==> config.mk <==
export PLATFORM = sky130hd
export DESIGN_NAME = diff_drive_wheel_speed_frame_core_flat
export DESIGN_NICKNAME = d
export VERILOG_FILES = /design/src/sv/ddws_pkg.sv /design/src/sv/ddws_if.sv /design/src/sv/diff_drive_wheel_speed_frame_core.sv /design/src/sv/ddws_front.sv /design/src/sv/ddws_fifo.sv /design/src/sv/ddws_back.sv /design/src/flat_wrapper.sv
export SDC_FILE = /design/constraint.sdc
export NUM_CORES = 2
export LEC_CHECK = 0
export ABC_AREA = 1
export BUFFER_PORTS_ARGS = -buffer_cell sky130_fd_sc_hd__buf_2
export CAP_MARGIN = 30
export CORE_UTILIZATION = 45
export CTS_CLUSTER_DIAMETER = 60
export DETAILED_ROUTE_END_ITERATION = 8
export PLACE_DENSITY = 0.64
export SLEW_MARGIN = 0
export SYNTH_ARGS = -nofsm -noshare
export SYNTH_HDL_FRONTEND = slang
export SYNTH_SLANG_ARGS = --single-unit
==> constraint.sdc <==
create_clock -name clk -period 7.9 [get_ports clk]
set_clock_uncertainty 0.15 [all_clocks]
set_input_delay 0.79 -clock clk [delete_from_list [all_inputs] [get_ports clk]]
set_output_delay 0.79 -clock clk [all_outputs]
set_load 0.01 [all_outputs]
==> src/sv/ddws_pkg.sv <==
// Shared types, constants and character codes of the wheel speed frame core.
package ddws_pkg;

	// Configuration port geometry.
	localparam int unsigned CFG_INDEX_W = 1;
	localparam int unsigned CFG_DATA_W  = 16;

	// Register widths and reset values.
	localparam int unsigned TRACK_W = 14;
	localparam int unsigned SCALE_W = 16;
	localparam logic [TRACK_W-1:0] TRACK_RESET = 14'd983;
	localparam logic [SCALE_W-1:0] SCALE_RESET = 16'd1000;

	// Payload widths.
	localparam int unsigned VEL_W  = 16;
	localparam int unsigned BYTE_W = 8;

	// Saturation limit of a wheel speed magnitude.
	localparam logic [9:0] SPEED_CAP = 10'd999;

	// Default depth of the queue between front and back.
	localparam int unsigned FIFO_DEPTH_DEF = 4;

	// ASCII characters of the frame.
	localparam logic [BYTE_W-1:0] CHAR_PLUS  = 8'h2B;
	localparam logic [BYTE_W-1:0] CHAR_MINUS = 8'h2D;
	localparam logic [BYTE_W-1:0] CHAR_ZERO  = 8'h30;
	localparam logic [BYTE_W-1:0] CHAR_NINE  = 8'h39;
	localparam logic [BYTE_W-1:0] CHAR_TERM  = 8'h3F;

	// Register indexes.
	typedef enum logic [CFG_INDEX_W-1:0] {
		REG_WHEEL_TRACK,
		REG_SPEED_SCALE
	} cfg_reg_t;

	// One configuration write.
	typedef struct packed {
		logic                  we;
		cfg_reg_t              index;
		logic [CFG_DATA_W-1:0] data;
	} ddws_cfg_t;

	// One wheel speed, already split into sign and decimal digits.
	typedef struct packed {
		logic       neg;
		logic [3:0] hund;
		logic [3:0] tens;
		logic [3:0] ones;
	} ddws_wheel_t;

	// Both wheels of one command.
	typedef struct packed {
		ddws_wheel_t left;
		ddws_wheel_t right;
	} ddws_speeds_t;

	// Write side of the queue.
	typedef struct packed {
		logic         valid;
		ddws_speeds_t data;
	} ddws_push_t;

	// Read side of the queue.
	typedef struct packed {
		logic         valid;
		ddws_speeds_t data;
	} ddws_head_t;

	// Digit and remainder of one decimal place.
	typedef struct packed {
		logic [3:0] digit;
		logic [9:0] rem;
	} ddws_digit_t;

	// Sign and saturated magnitude of one wheel.
	typedef struct packed {
		logic       neg;
		logic [9:0] mag;
	} ddws_mag_t;

endpackage

==> src/sv/ddws_if.sv <==
// Handshake channel interfaces for velocity commands and frame bytes.
interface ddws_cmd_if;
	logic                             valid;
	logic                             ready;
	logic signed [ddws_pkg::VEL_W-1:0] linear_velocity;
	logic signed [ddws_pkg::VEL_W-1:0] angular_velocity;

	modport source (output valid, output linear_velocity, output angular_velocity, input ready);
	modport sink (input valid, input linear_velocity, input angular_velocity, output ready);
endinterface

interface ddws_frame_if;
	logic                        valid;
	logic                        ready;
	logic [ddws_pkg::BYTE_W-1:0] frame_byte;
	logic                        last_byte;

	modport source (output valid, output frame_byte, output last_byte, input ready);
	modport sink (input valid, input frame_byte, input last_byte, output ready);
endinterface

==> src/sv/diff_drive_wheel_speed_frame_core.sv <==
// Top level of the differential drive wheel speed frame core.
// A command passes the front pipeline, the queue and the output byte register before its first byte is shown.
// One frame byte per cycle while frame.ready is high; the byte serializer sends nine bytes per command.
// Commands are taken every cycle until FIFO_DEPTH frames are in flight or queued.
// Reset is asynchronous: pipeline, queue and output are emptied, wheel_track becomes 983
// and speed_scale 1000.
module diff_drive_wheel_speed_frame_core #(
	parameter int unsigned FIFO_DEPTH = ddws_pkg::FIFO_DEPTH_DEF
) (
	input  logic                              clk,
	input  logic                              arst_n,
	input  logic                              cfg_we,
	input  logic [ddws_pkg::CFG_INDEX_W-1:0]  cfg_index,
	input  logic [ddws_pkg::CFG_DATA_W-1:0]   cfg_data,
	ddws_cmd_if.sink                          cmd,
	ddws_frame_if.source                      frame
);

	ddws_pkg::ddws_cfg_t  cfg;
	ddws_pkg::ddws_push_t push;
	ddws_pkg::ddws_head_t head;
	logic                 pop;

	// Configuration write bundle.
	assign cfg.we    = cfg_we;
	assign cfg.index = ddws_pkg::cfg_reg_t'(cfg_index);
	assign cfg.data  = cfg_data;

	ddws_front #(
		.FIFO_DEPTH(FIFO_DEPTH)
	) u_front (
		.clk   (clk),
		.arst_n(arst_n),
		.cfg   (cfg),
		.cmd   (cmd),
		.pop   (pop),
		.push  (push)
	);

	ddws_fifo #(
		.DEPTH(FIFO_DEPTH)
	) u_fifo (
		.clk   (clk),
		.arst_n(arst_n),
		.push  (push),
		.pop   (pop),
		.head  (head)
	);

	ddws_back u_back (
		.clk   (clk),
		.arst_n(arst_n),
		.head  (head),
		.pop   (pop),
		.frame (frame)
	);

endmodule

==> src/sv/ddws_front.sv <==
// Front end: configuration registers, command intake and the speed/digit pipeline.
module ddws_front #(
	parameter int unsigned FIFO_DEPTH = ddws_pkg::FIFO_DEPTH_DEF
) (
	input  logic                 clk,
	input  logic                 arst_n,
	input  ddws_pkg::ddws_cfg_t  cfg,
	ddws_cmd_if.sink             cmd,
	input  logic                 pop,
	output ddws_pkg::ddws_push_t push
);

	localparam int unsigned CREDIT_W = $clog2(FIFO_DEPTH + 1);

	// Splits off one decimal place by parallel compares against its multiples.
	function automatic ddws_pkg::ddws_digit_t split_digit(input logic [9:0] val,
			input logic [9:0] unit);
		ddws_pkg::ddws_digit_t r;
		r.digit = 4'd0;
		r.rem   = val;
		for (int k = 1; k <= 9; k++) begin
			if (val >= 10'(k) * unit) begin
				r.digit = 4'(k);
				r.rem   = val - 10'(k) * unit;
			end
		end
		return r;
	endfunction

	// Magnitude truncated toward zero, saturated, with the sign of the truncated value.
	function automatic ddws_pkg::ddws_mag_t wheel_mag(input logic signed [47:0] prod);
		ddws_pkg::ddws_mag_t r;
		logic [47:0] abs_v;
		logic [22:0] m;
		abs_v = prod[47] ? 48'(-prod) : 48'(prod);
		m     = abs_v[47:25];
		r.neg = prod[47] && (m != 23'd0);
		r.mag = (m > 23'(ddws_pkg::SPEED_CAP)) ? ddws_pkg::SPEED_CAP : m[9:0];
		return r;
	endfunction

	logic [ddws_pkg::TRACK_W-1:0] track_q;
	logic [ddws_pkg::SCALE_W-1:0] scale_q;
	logic [CREDIT_W-1:0]          credit_q;
	logic                         accept;

	// Stage valids.
	logic valid_s1, valid_s2, valid_s3, valid_s4, valid_s5;

	// Stage payloads.
	logic signed [15:0]   v_s1;
	logic signed [30:0]   wt_s1;
	logic signed [30:0]   num_l_s2, num_r_s2;
	logic signed [47:0]   prod_l_s3, prod_r_s3;
	ddws_pkg::ddws_mag_t  mag_l_s4, mag_r_s4;
	ddws_pkg::ddws_mag_t  mag_l_next, mag_r_next;
	logic                 neg_l_s5, neg_r_s5;
	ddws_pkg::ddws_digit_t hund_l_s5, hund_r_s5;
	ddws_pkg::ddws_digit_t hund_l_next, hund_r_next;
	ddws_pkg::ddws_digit_t tens_l, tens_r;
	logic signed [30:0]   v8k;

	// Configuration registers.
	always_ff @(posedge clk or negedge arst_n) begin
		if (!arst_n) begin
			track_q <= ddws_pkg::TRACK_RESET;
			scale_q <= ddws_pkg::SCALE_RESET;
		end else if (cfg.we) begin
			unique case (cfg.index)
				ddws_pkg::REG_WHEEL_TRACK: track_q <= cfg.data[ddws_pkg::TRACK_W-1:0];
				ddws_pkg::REG_SPEED_SCALE: scale_q <= cfg.data[ddws_pkg::SCALE_W-1:0];
				default: ;
			endcase
		end
	end

	// Credits count commands accepted whose frame has not left the queue yet.
	assign cmd.ready = credit_q < CREDIT_W'(FIFO_DEPTH);
	assign accept    = cmd.valid && cmd.ready;

	always_ff @(posedge clk or negedge arst_n) begin
		if (!arst_n) begin
			credit_q <= '0;
		end else if (accept && !pop) begin
			credit_q <= credit_q + CREDIT_W'(1);
		end else if (pop && !accept) begin
			credit_q <= credit_q - CREDIT_W'(1);
		end
	end

	// Valid bits travel down the pipeline without stalling.
	always_ff @(posedge clk or negedge arst_n) begin
		if (!arst_n) begin
			valid_s1 <= 1'b0;
			valid_s2 <= 1'b0;
			valid_s3 <= 1'b0;
			valid_s4 <= 1'b0;
			valid_s5 <= 1'b0;
		end else begin
			valid_s1 <= accept;
			valid_s2 <= valid_s1;
			valid_s3 <= valid_s2;
			valid_s4 <= valid_s3;
			valid_s5 <= valid_s4;
		end
	end

	// Combinational parts of the stages.
	assign v8k         = {{2{v_s1[15]}}, v_s1, 13'd0};
	assign mag_l_next  = wheel_mag(prod_l_s3);
	assign mag_r_next  = wheel_mag(prod_r_s3);
	assign hund_l_next = split_digit(mag_l_s4.mag, 10'd100);
	assign hund_r_next = split_digit(mag_r_s4.mag, 10'd100);
	assign tens_l      = split_digit(hund_l_s5.rem, 10'd10);
	assign tens_r      = split_digit(hund_r_s5.rem, 10'd10);

	// Stage 1 forms w * track, stage 2 the two numerators, stage 3 the scaling.
	// Stage 4 truncates and saturates, stage 5 takes off the hundreds digit.
	always_ff @(posedge clk) begin
		v_s1      <= cmd.linear_velocity;
		wt_s1     <= 31'(cmd.angular_velocity * $signed({1'b0, track_q}));
		num_l_s2  <= v8k - wt_s1;
		num_r_s2  <= v8k + wt_s1;
		prod_l_s3 <= 48'(num_l_s2 * $signed({1'b0, scale_q}));
		prod_r_s3 <= 48'(num_r_s2 * $signed({1'b0, scale_q}));
		mag_l_s4  <= mag_l_next;
		mag_r_s4  <= mag_r_next;
		neg_l_s5  <= mag_l_s4.neg;
		neg_r_s5  <= mag_r_s4.neg;
		hund_l_s5 <= hund_l_next;
		hund_r_s5 <= hund_r_next;
	end

	// Tens and ones are split off on the way into the queue.
	assign push.valid           = valid_s5;
	assign push.data.left.neg   = neg_l_s5;
	assign push.data.left.hund  = hund_l_s5.digit;
	assign push.data.left.tens  = tens_l.digit;
	assign push.data.left.ones  = tens_l.rem[3:0];
	assign push.data.right.neg  = neg_r_s5;
	assign push.data.right.hund = hund_r_s5.digit;
	assign push.data.right.tens = tens_r.digit;
	assign push.data.right.ones = tens_r.rem[3:0];

endmodule

==> src/sv/ddws_fifo.sv <==
// Small register queue of decoded wheel speeds between front and back.
module ddws_fifo #(
	parameter int unsigned DEPTH = ddws_pkg::FIFO_DEPTH_DEF
) (
	input  logic                 clk,
	input  logic                 arst_n,
	input  ddws_pkg::ddws_push_t push,
	input  logic                 pop,
	output ddws_pkg::ddws_head_t head
);

	localparam int unsigned PTR_W   = (DEPTH > 1) ? $clog2(DEPTH) : 1;
	localparam int unsigned COUNT_W = $clog2(DEPTH + 1);
	localparam logic [PTR_W-1:0] PTR_LAST = PTR_W'(DEPTH - 1);

	ddws_pkg::ddws_speeds_t entries_q [DEPTH];
	logic [PTR_W-1:0]       wr_ptr_q, rd_ptr_q;
	logic [COUNT_W-1:0]     count_q;

	// Entry storage.
	always_ff @(posedge clk) begin
		if (push.valid) begin
			entries_q[wr_ptr_q] <= push.data;
		end
	end

	// Pointers and fill count; the front never pushes into a full queue.
	always_ff @(posedge clk or negedge arst_n) begin
		if (!arst_n) begin
			wr_ptr_q <= '0;
			rd_ptr_q <= '0;
			count_q  <= '0;
		end else begin
			if (push.valid) begin
				wr_ptr_q <= (wr_ptr_q == PTR_LAST) ? '0 : wr_ptr_q + PTR_W'(1);
			end
			if (pop) begin
				rd_ptr_q <= (rd_ptr_q == PTR_LAST) ? '0 : rd_ptr_q + PTR_W'(1);
			end
			if (push.valid && !pop) begin
				count_q <= count_q + COUNT_W'(1);
			end else if (pop && !push.valid) begin
				count_q <= count_q - COUNT_W'(1);
			end
		end
	end

	assign head.valid = count_q != '0;
	assign head.data  = entries_q[rd_ptr_q];

endmodule

==> src/sv/ddws_back.sv <==
// Back end: serializes one queued entry into nine ASCII bytes.
module ddws_back (
	input  logic                 clk,
	input  logic                 arst_n,
	input  ddws_pkg::ddws_head_t head,
	output logic                 pop,
	ddws_frame_if.source         frame
);

	// Byte positions within the frame.
	localparam logic [3:0] POS_L_SIGN = 4'd0;
	localparam logic [3:0] POS_L_HUND = 4'd1;
	localparam logic [3:0] POS_L_TENS = 4'd2;
	localparam logic [3:0] POS_L_ONES = 4'd3;
	localparam logic [3:0] POS_R_SIGN = 4'd4;
	localparam logic [3:0] POS_R_HUND = 4'd5;
	localparam logic [3:0] POS_R_TENS = 4'd6;
	localparam logic [3:0] POS_R_ONES = 4'd7;
	localparam logic [3:0] POS_TERM   = 4'd8;

	logic [3:0]                  pos_q;
	logic                        valid_q;
	logic [ddws_pkg::BYTE_W-1:0] byte_q;
	logic                        last_q;
	logic                        load;
	logic [ddws_pkg::BYTE_W-1:0] byte_next;

	// A new beat is loaded whenever the output register is empty or being taken.
	assign load = head.valid && (!valid_q || frame.ready);
	assign pop  = load && (pos_q == POS_TERM);

	// Character for the current position.
	always_comb begin
		unique case (pos_q)
			POS_L_SIGN: byte_next = head.data.left.neg ? ddws_pkg::CHAR_MINUS : ddws_pkg::CHAR_PLUS;
			POS_L_HUND: byte_next = ddws_pkg::CHAR_ZERO + {4'd0, head.data.left.hund};
			POS_L_TENS: byte_next = ddws_pkg::CHAR_ZERO + {4'd0, head.data.left.tens};
			POS_L_ONES: byte_next = ddws_pkg::CHAR_ZERO + {4'd0, head.data.left.ones};
			POS_R_SIGN: byte_next = head.data.right.neg ? ddws_pkg::CHAR_MINUS : ddws_pkg::CHAR_PLUS;
			POS_R_HUND: byte_next = ddws_pkg::CHAR_ZERO + {4'd0, head.data.right.hund};
			POS_R_TENS: byte_next = ddws_pkg::CHAR_ZERO + {4'd0, head.data.right.tens};
			POS_R_ONES: byte_next = ddws_pkg::CHAR_ZERO + {4'd0, head.data.right.ones};
			default:    byte_next = ddws_pkg::CHAR_TERM;
		endcase
	end

	// Position counter and output valid.
	always_ff @(posedge clk or negedge arst_n) begin
		if (!arst_n) begin
			pos_q   <= POS_L_SIGN;
			valid_q <= 1'b0;
		end else begin
			if (load) begin
				pos_q   <= (pos_q == POS_TERM) ? POS_L_SIGN : pos_q + 4'd1;
				valid_q <= 1'b1;
			end else if (frame.ready) begin
				valid_q <= 1'b0;
			end
		end
	end

	// Output payload register.
	always_ff @(posedge clk) begin
		if (load) begin
			byte_q <= byte_next;
			last_q <= pos_q == POS_TERM;
		end
	end

	assign frame.valid      = valid_q;
	assign frame.frame_byte = byte_q;
	assign frame.last_byte  = last_q;

endmodule

==> src/flat_wrapper.sv <==
// flat-port wrapper written by rule: the top's interface ports become plain ports
module diff_drive_wheel_speed_frame_core_flat 
#(
	parameter int unsigned FIFO_DEPTH = ddws_pkg::FIFO_DEPTH_DEF
)
  (clk, arst_n, cfg_we, cfg_index, cfg_data, cmd_valid, cmd_linear_velocity, cmd_angular_velocity, cmd_ready, frame_valid, frame_frame_byte, frame_last_byte, frame_ready);
  ddws_cmd_if cmd_i ();
  ddws_frame_if frame_i ();
  input  logic clk;
  input  logic arst_n;
  input  logic cfg_we;
  input  logic [ddws_pkg::CFG_INDEX_W-1:0] cfg_index;
  input  logic [ddws_pkg::CFG_DATA_W-1:0] cfg_data;
  input wire logic [$bits(cmd_i.valid)-1:0] cmd_valid;
  input wire logic [$bits(cmd_i.linear_velocity)-1:0] cmd_linear_velocity;
  input wire logic [$bits(cmd_i.angular_velocity)-1:0] cmd_angular_velocity;
  output wire logic [$bits(cmd_i.ready)-1:0] cmd_ready;
  output wire logic [$bits(frame_i.valid)-1:0] frame_valid;
  output wire logic [$bits(frame_i.frame_byte)-1:0] frame_frame_byte;
  output wire logic [$bits(frame_i.last_byte)-1:0] frame_last_byte;
  input wire logic [$bits(frame_i.ready)-1:0] frame_ready;
  assign cmd_i.valid = cmd_valid;
  assign cmd_i.linear_velocity = cmd_linear_velocity;
  assign cmd_i.angular_velocity = cmd_angular_velocity;
  assign cmd_ready = cmd_i.ready;
  assign frame_valid = frame_i.valid;
  assign frame_frame_byte = frame_i.frame_byte;
  assign frame_last_byte = frame_i.last_byte;
  assign frame_i.ready = frame_ready;
  diff_drive_wheel_speed_frame_core #(.FIFO_DEPTH(FIFO_DEPTH)) u_core (.clk(clk), .arst_n(arst_n), .cfg_we(cfg_we), .cfg_index(cfg_index), .cfg_data(cfg_data), .cmd(cmd_i), .frame(frame_i));
endmodule
Word-level counts from Yosys, hierarchy flattened --
Memories as Yosys holds them, arrays and structs flattened. Index checks and enable logic that the tools add are counted.
Cells by class: $add $sub $neg 53, $mul 3, order comparisons 39, equality and inequality tests 10, multiplexer cells 52, bitwise operators 1, reduce and logical (&&, ||, !) cells 25
Operator list (count):
- 2-to-1 mux 14 bit | 28
- multiplier 31 x 17 -> 48 bit | 2
- 2-to-1 mux 48 bit | 2
- negation 48 bit | 2
- >= comparator 10 bit (second input constant) | 8
- >= comparator 10 x 7 -> 1 bit (second input constant) | 8
- subtractor 10 bit (second input constant) | 8
- subtractor 10 x 7 -> 10 bit (second input constant) | 8
- 2-to-1 mux 11 bit | 6
- >= comparator 10 x 6 -> 1 bit (second input constant) | 6
- >= comparator 10 x 9 -> 1 bit (second input constant) | 6
- subtractor 10 x 6 -> 10 bit (second input constant) | 6
- subtractor 10 x 9 -> 10 bit (second input constant) | 6
- case mux 7 bit (8 select lines) | 1
- greater-than comparator 23 x 10 -> 1 bit (second input constant) | 2
- nonzero test 23 bit | 2
- adder 6 x 4 -> 7 bit (first input constant) | 6
- >= comparator 10 x 5 -> 1 bit (second input constant) | 4
- subtractor 10 x 5 -> 10 bit (second input constant) | 4
- adder 29 x 31 -> 31 bit | 1
- multiplier 16 x 15 -> 31 bit | 1
- subtractor 29 x 31 -> 31 bit | 1
- >= comparator 10 x 4 -> 1 bit (second input constant) | 2
- >= comparator 10 x 8 -> 1 bit (second input constant) | 2
- 26 further kinds | 61
Word-level totals: bits in registers 316, memory bits (writable) 104, input bits 54, word-level logic and storage cells 217, memories kept 1
Memory list:
- u_core.u_fifo.entries_q | depth 4, width 26, rd ports 1, clocked after Yosys merged registers in 0, wr ports 1, line ddws_fifo.sv:16 | ddws_pkg::ddws_speeds_t entries_q [DEPTH];

Depth between registers and ports, before layout --
word-level depth 10, gate-level depth with buffers 28, depth with buffers taken out 26

Modules after synthesis --
From an unflattened synthesis, not the netlist that was laid out.
Second synthesis, totals: cell total of the unflattened synthesis 8490, area, all modules 66343.6 µm²
Modules (own cells, without submodules):
- ddws_front | times used 1, cells each 8019, area each 60752.0 µm², seq. area each 6073.3 µm²
- ddws_fifo | times used 1, cells each 354, area each 4713.3 µm², seq. area each 3298.2 µm²
- ddws_back | times used 1, cells each 117, area each 878.3 µm², seq. area each 305.3 µm²

Least setup slack after synthesis --
Ideal clock, no wire load.
kind register to register, start register u_core.u_front.scale_q[3] (netlist name), end register u_core.u_front.prod_l_s3[46], arrival 5853 ps, data required time 7678 ps, path slack 1825 ps, cell stages (with the launch flop) 22, path buffers 2, cells stage by stage dfstp_2 clkbuf_1 clkbuf_1 nand2_1 fa_1 fa_1 inv_1 fa_1 fa_1 fa_1 inv_1 fa_1 inv_1 ha_1 nand2_1 nor2_1 inv_1 nor4_2 nand2_1 or2_0 o211ai_1 xor2_1
On the way: longest elaborated chain between the ends 1
RTL lines:
- start: declaration | line ddws_front.sv:43 | logic [ddws_pkg::SCALE_W-1:0] scale_q;
- start signal: assignment | line ddws_front.sv:67 | scale_q <= ddws_pkg::SCALE_RESET;
- start signal: assignment | line ddws_front.sv:71 | ddws_pkg::REG_SPEED_SCALE: scale_q <= cfg.data[ddws_pkg::SCALE_W-1:0];
- multiplier 31 x 17 -> 48 bit | line ddws_front.sv:124 | prod_l_s3 <= 48'(num_l_s2 * $signed({1'b0, scale_q}));
- end signal: assignment | line ddws_front.sv:124
- end: declaration | line ddws_front.sv:54 | logic signed [47:0] prod_l_s3, prod_r_s3;
Every way passes these cells. A chain may end at the register's enable or synchronous reset.

Worst setup path after layout --
start register u_core.u_front.scale_q[2] (netlist name), end register u_core.u_front.prod_l_s3[33]
Same word-level chain as after synthesis.

==> results.md <==
* Status: finished clean
* Slew HR at 25.9%
* Cells after synthesis at 8596
* Gr ovfl total at 0
* Initial antenna violation count at 0
* Post-synth EDFFs at 110
* Setup-failing EPs final at 0
* Setup CP Type: register to register
* Post-CTS Hold Fix Bufs at 0
* CTS tree: yes
* Root Buffer: clkbuf_16
* Routed vias at roughly 52000
* Data required time of the worst path at 8290 ps
* Chip height at 387 um
* Worst Hold Class: input pin to register
* Final Net Count at 10100
* Post-CTS setup buffers at 0
* DR vias/cell at 5.00
* R2r worst-path depth at 23
* R2R Path Start: u_core.u_front.scale_q[2]
* RSZ-0062 raised after global routing: no
* Max Slew Vio Count at 0
* Critical path's slowest cell: dfrtp_2
* TNS Setup at 0 ps
* Yosys warns at 0
* Final non-filler cell total at 10400
* Post-synth top flop: dfxtp_1
* Initial Util at 45.5%
* First-pass detailed-route iteration total at 5
* Mapped Area at 66600 sq um
* Cell Rows at 140
* ANT cells at 0
* Initial drt markers at approximately 3100
* Width of the die at ~390 um
* Die area at 149000 sq um
* Detailed-route DRC error count at 0
* Worst setup EP type: register
* Synthesized flop and latch total at 415
* First-pass GRT wire length at 289000 um
* Antenna-violating nets left at 0
* Worst path depth at 23
* Crit path cell chain: buf_4, buf_4, nand2_1, fa_1, fa_1, fa_1, inv_1, fa_1, fa_1, inv_1, fa_1, inv_1, ha_1, nand2_1, nor2_1, inv_1, nor2_1, inv_1, nor4_1, nand2_1, nand3_1, a31oi_1, xnor2_1
* Data arrival, critical path at 7320 ps
* Cts bufs inserted at 53
* Final worst path period need at 6930 ps
* Clk sink count at 415
* Reg2reg setup slack at 970 ps
* Core Footprint at 146000 sq um
* Final hold violations at 0
* Family with the most delay on the worst path: adder cells
* Sequential area share after synthesis at 14.5%
* Worst path bufs/invs at 7
* Final HPWL DP at 143000 um
* Crit. Startpoint: u_core.u_front.scale_q[2]
* Syn avg cell area at approximately 7.7 sq um
* Cts repair resizes at 0
* Wire per inst at 16.8 um
* Worst skew pair latency at 640 ps
* Critical-path maximum fanout at 24
* Post-Route WL at 175000 um
* Worst Max-Slew Pin Slew at roughly 1100 ps
* Final worst-path cycle share at 87.7%
* Layout cell share with drive strength beyond 1 at 4.67%
* Critical path startpoint category: register
* # Max-Cap Violations at 0
* Syn-to-layout area delta at 5.71%
* Crit path capture: u_core.u_front.prod_l_s3[33]
* Clock-pin slew on the worst setup and hold paths at approximately 60 ps
* F_max at 144 MHz
* H-tree Lvls at 2
* Fin util at 48.1%
* Largest net degree at the start of global routing at 63
* Worst r2r dst: u_core.u_front.prod_l_s3[33]
* Cell mode on critical path: fa_1
* Distinct cells, synth at 67
* Async set or reset register ratio after synthesis at between 10 and 15%
* # IOs at 65
* Placed cells at a little over 10000
* Maximum root-to-sink buffer count at 3
* Vias in the first global route at 55400
* Most frequent cells in the layout: inv_1 (2395), nand2_1 (1996), fa_1 (1169), nor2_1 (414), ha_1 (407)
* Max incr delay on CP at 790 ps
* Worst hold margin at 100 ps
* IO buf count at 61
* Commonest non-fill, non-tap cell in the layout: inv_1
* Final GP Congestion at 0.949
* Total GRT Usage at 23.9%
metal layers:
layer / part of all wire (%) / global-route usage [%] / wire length [um]
met2: 49 / 42.1 / 85700
met1: 43 / 30.8 / 74500
met5: 0 / 0 / 0
met4: 3.1 / 7.15 / 5460
met3: 5.3 / 2.67 / 9210
cells by family (layout without fill, tap and decap cells):
group	Yosys count	count (layout)	synth area share, %
simple gates	2894	2894	17.9
buf+inv	2776	2660	15.8
fa+ha+maj	1576	1576	42.8
compound gates	701	701	5.93
flops	415	415	14.5
xor+xnor	228	228	3.00
mux	4	4	0.0677
other cells	2	3	0.0113
sequential cells by signal, indices dropped and copies added (netlist names), 4 cells and up:
name / flops
u_core.u_front.push: 8
u_core.u_front.hund_r_s5: 10
u_core.u_front.num_r_s2: 31
u_core.u_front.num_l_s2: 30
u_core.u_front.track_q: 14
u_core.u_front.prod_l_s3: 47
u_core.u_fifo.entries_q: 104
u_core.u_front.mag_r_s4: 11
u_core.u_front.hund_l_s5: 10
u_core.u_front.scale_q: 16
u_core.u_front.mag_l_s4: 11
u_core.u_back.pos_q: 4
u_core.u_front.v_s1: 16
u_core.u_back.frame.frame_byte: 5
u_core.u_front.prod_r_s3: 48
u_core.u_front.wt_s1: 31
cells in the mapped netlist, types with 13 or more instances:
library cell | n | area, sq um
nor2_1 | 414 | 1550
inv_2 | 39 | 146
buf_2 | 22 | 110
nand2_1 | 1996 | 7490
clkbuf_1 | 303 | 1140
a21oi_1 | 265 | 1330
nand3_1 | 238 | 1190
o21bai_1 | 18 | 135
xnor2_1 | 70 | 613
fa_1 | 1169 | 23400
nand2_2 | 19 | 119
dfstp_2 | 14 | 368
o22ai_1 | 18 | 113
dfxtp_1 | 255 | 5100
nor4_1 | 18 | 113
xor2_1 | 158 | 1380
nor3_1 | 51 | 255
edfxtp_1 | 110 | 3300
o21ai_1 | 25 | 125
o21ai_0 | 234 | 1170
nand3b_1 | 18 | 135
ha_1 | 407 | 5090
dfrtp_1 | 36 | 901
o211ai_1 | 13 | 97.6
nand4_1 | 49 | 307
a21o_1 | 20 | 150
a31oi_1 | 38 | 238
inv_1 | 2395 | 8990
nor2_2 | 37 | 231
how the worst min path moves through the flow:
stage                                            from  depth (start not counted)  slack (ps)                 endpoint
after global routing           cmd_linear_velocity[1]                          1          80   u_core.u_front.v_s1[1]
final                          cmd_linear_velocity[3]                          1         100   u_core.u_front.v_s1[3]
after detailed placement  u_core.u_front.mag_l_s4[10]                          0         170  u_core.u_front.neg_l_s5
after global placement    u_core.u_front.mag_r_s4[10]                          0         170  u_core.u_front.neg_r_s5
after CTS                      cmd_linear_velocity[3]                          1          50   u_core.u_front.v_s1[3]
after floorplan           u_core.u_front.mag_l_s4[10]                          0         160  u_core.u_front.neg_l_s5
metrics by stage:
stage               instance area (sq um)  setup WS (ps)
global route                        70400            620
floorplan                           66600           1830
detailed placement                  68600            958
global placement                    68600            998
CTS                                 70400            971
finish                              70400            973
area by class of cell:
type	count	area, sq um
Clock inverter	26	248
Timing Repair Buffer	126	931
Multi-Input combinational cell	5406	46400
Fill cell	14300	75900
Sequential cell	415	9690
Tap cell	1917	2400
Inverter	2435	9140
Clock buffer	73	1560
Power is left out: the tool's default activity adds up to more than one toggle a clock period on the data nets, which glitch-free logic cannot reach.
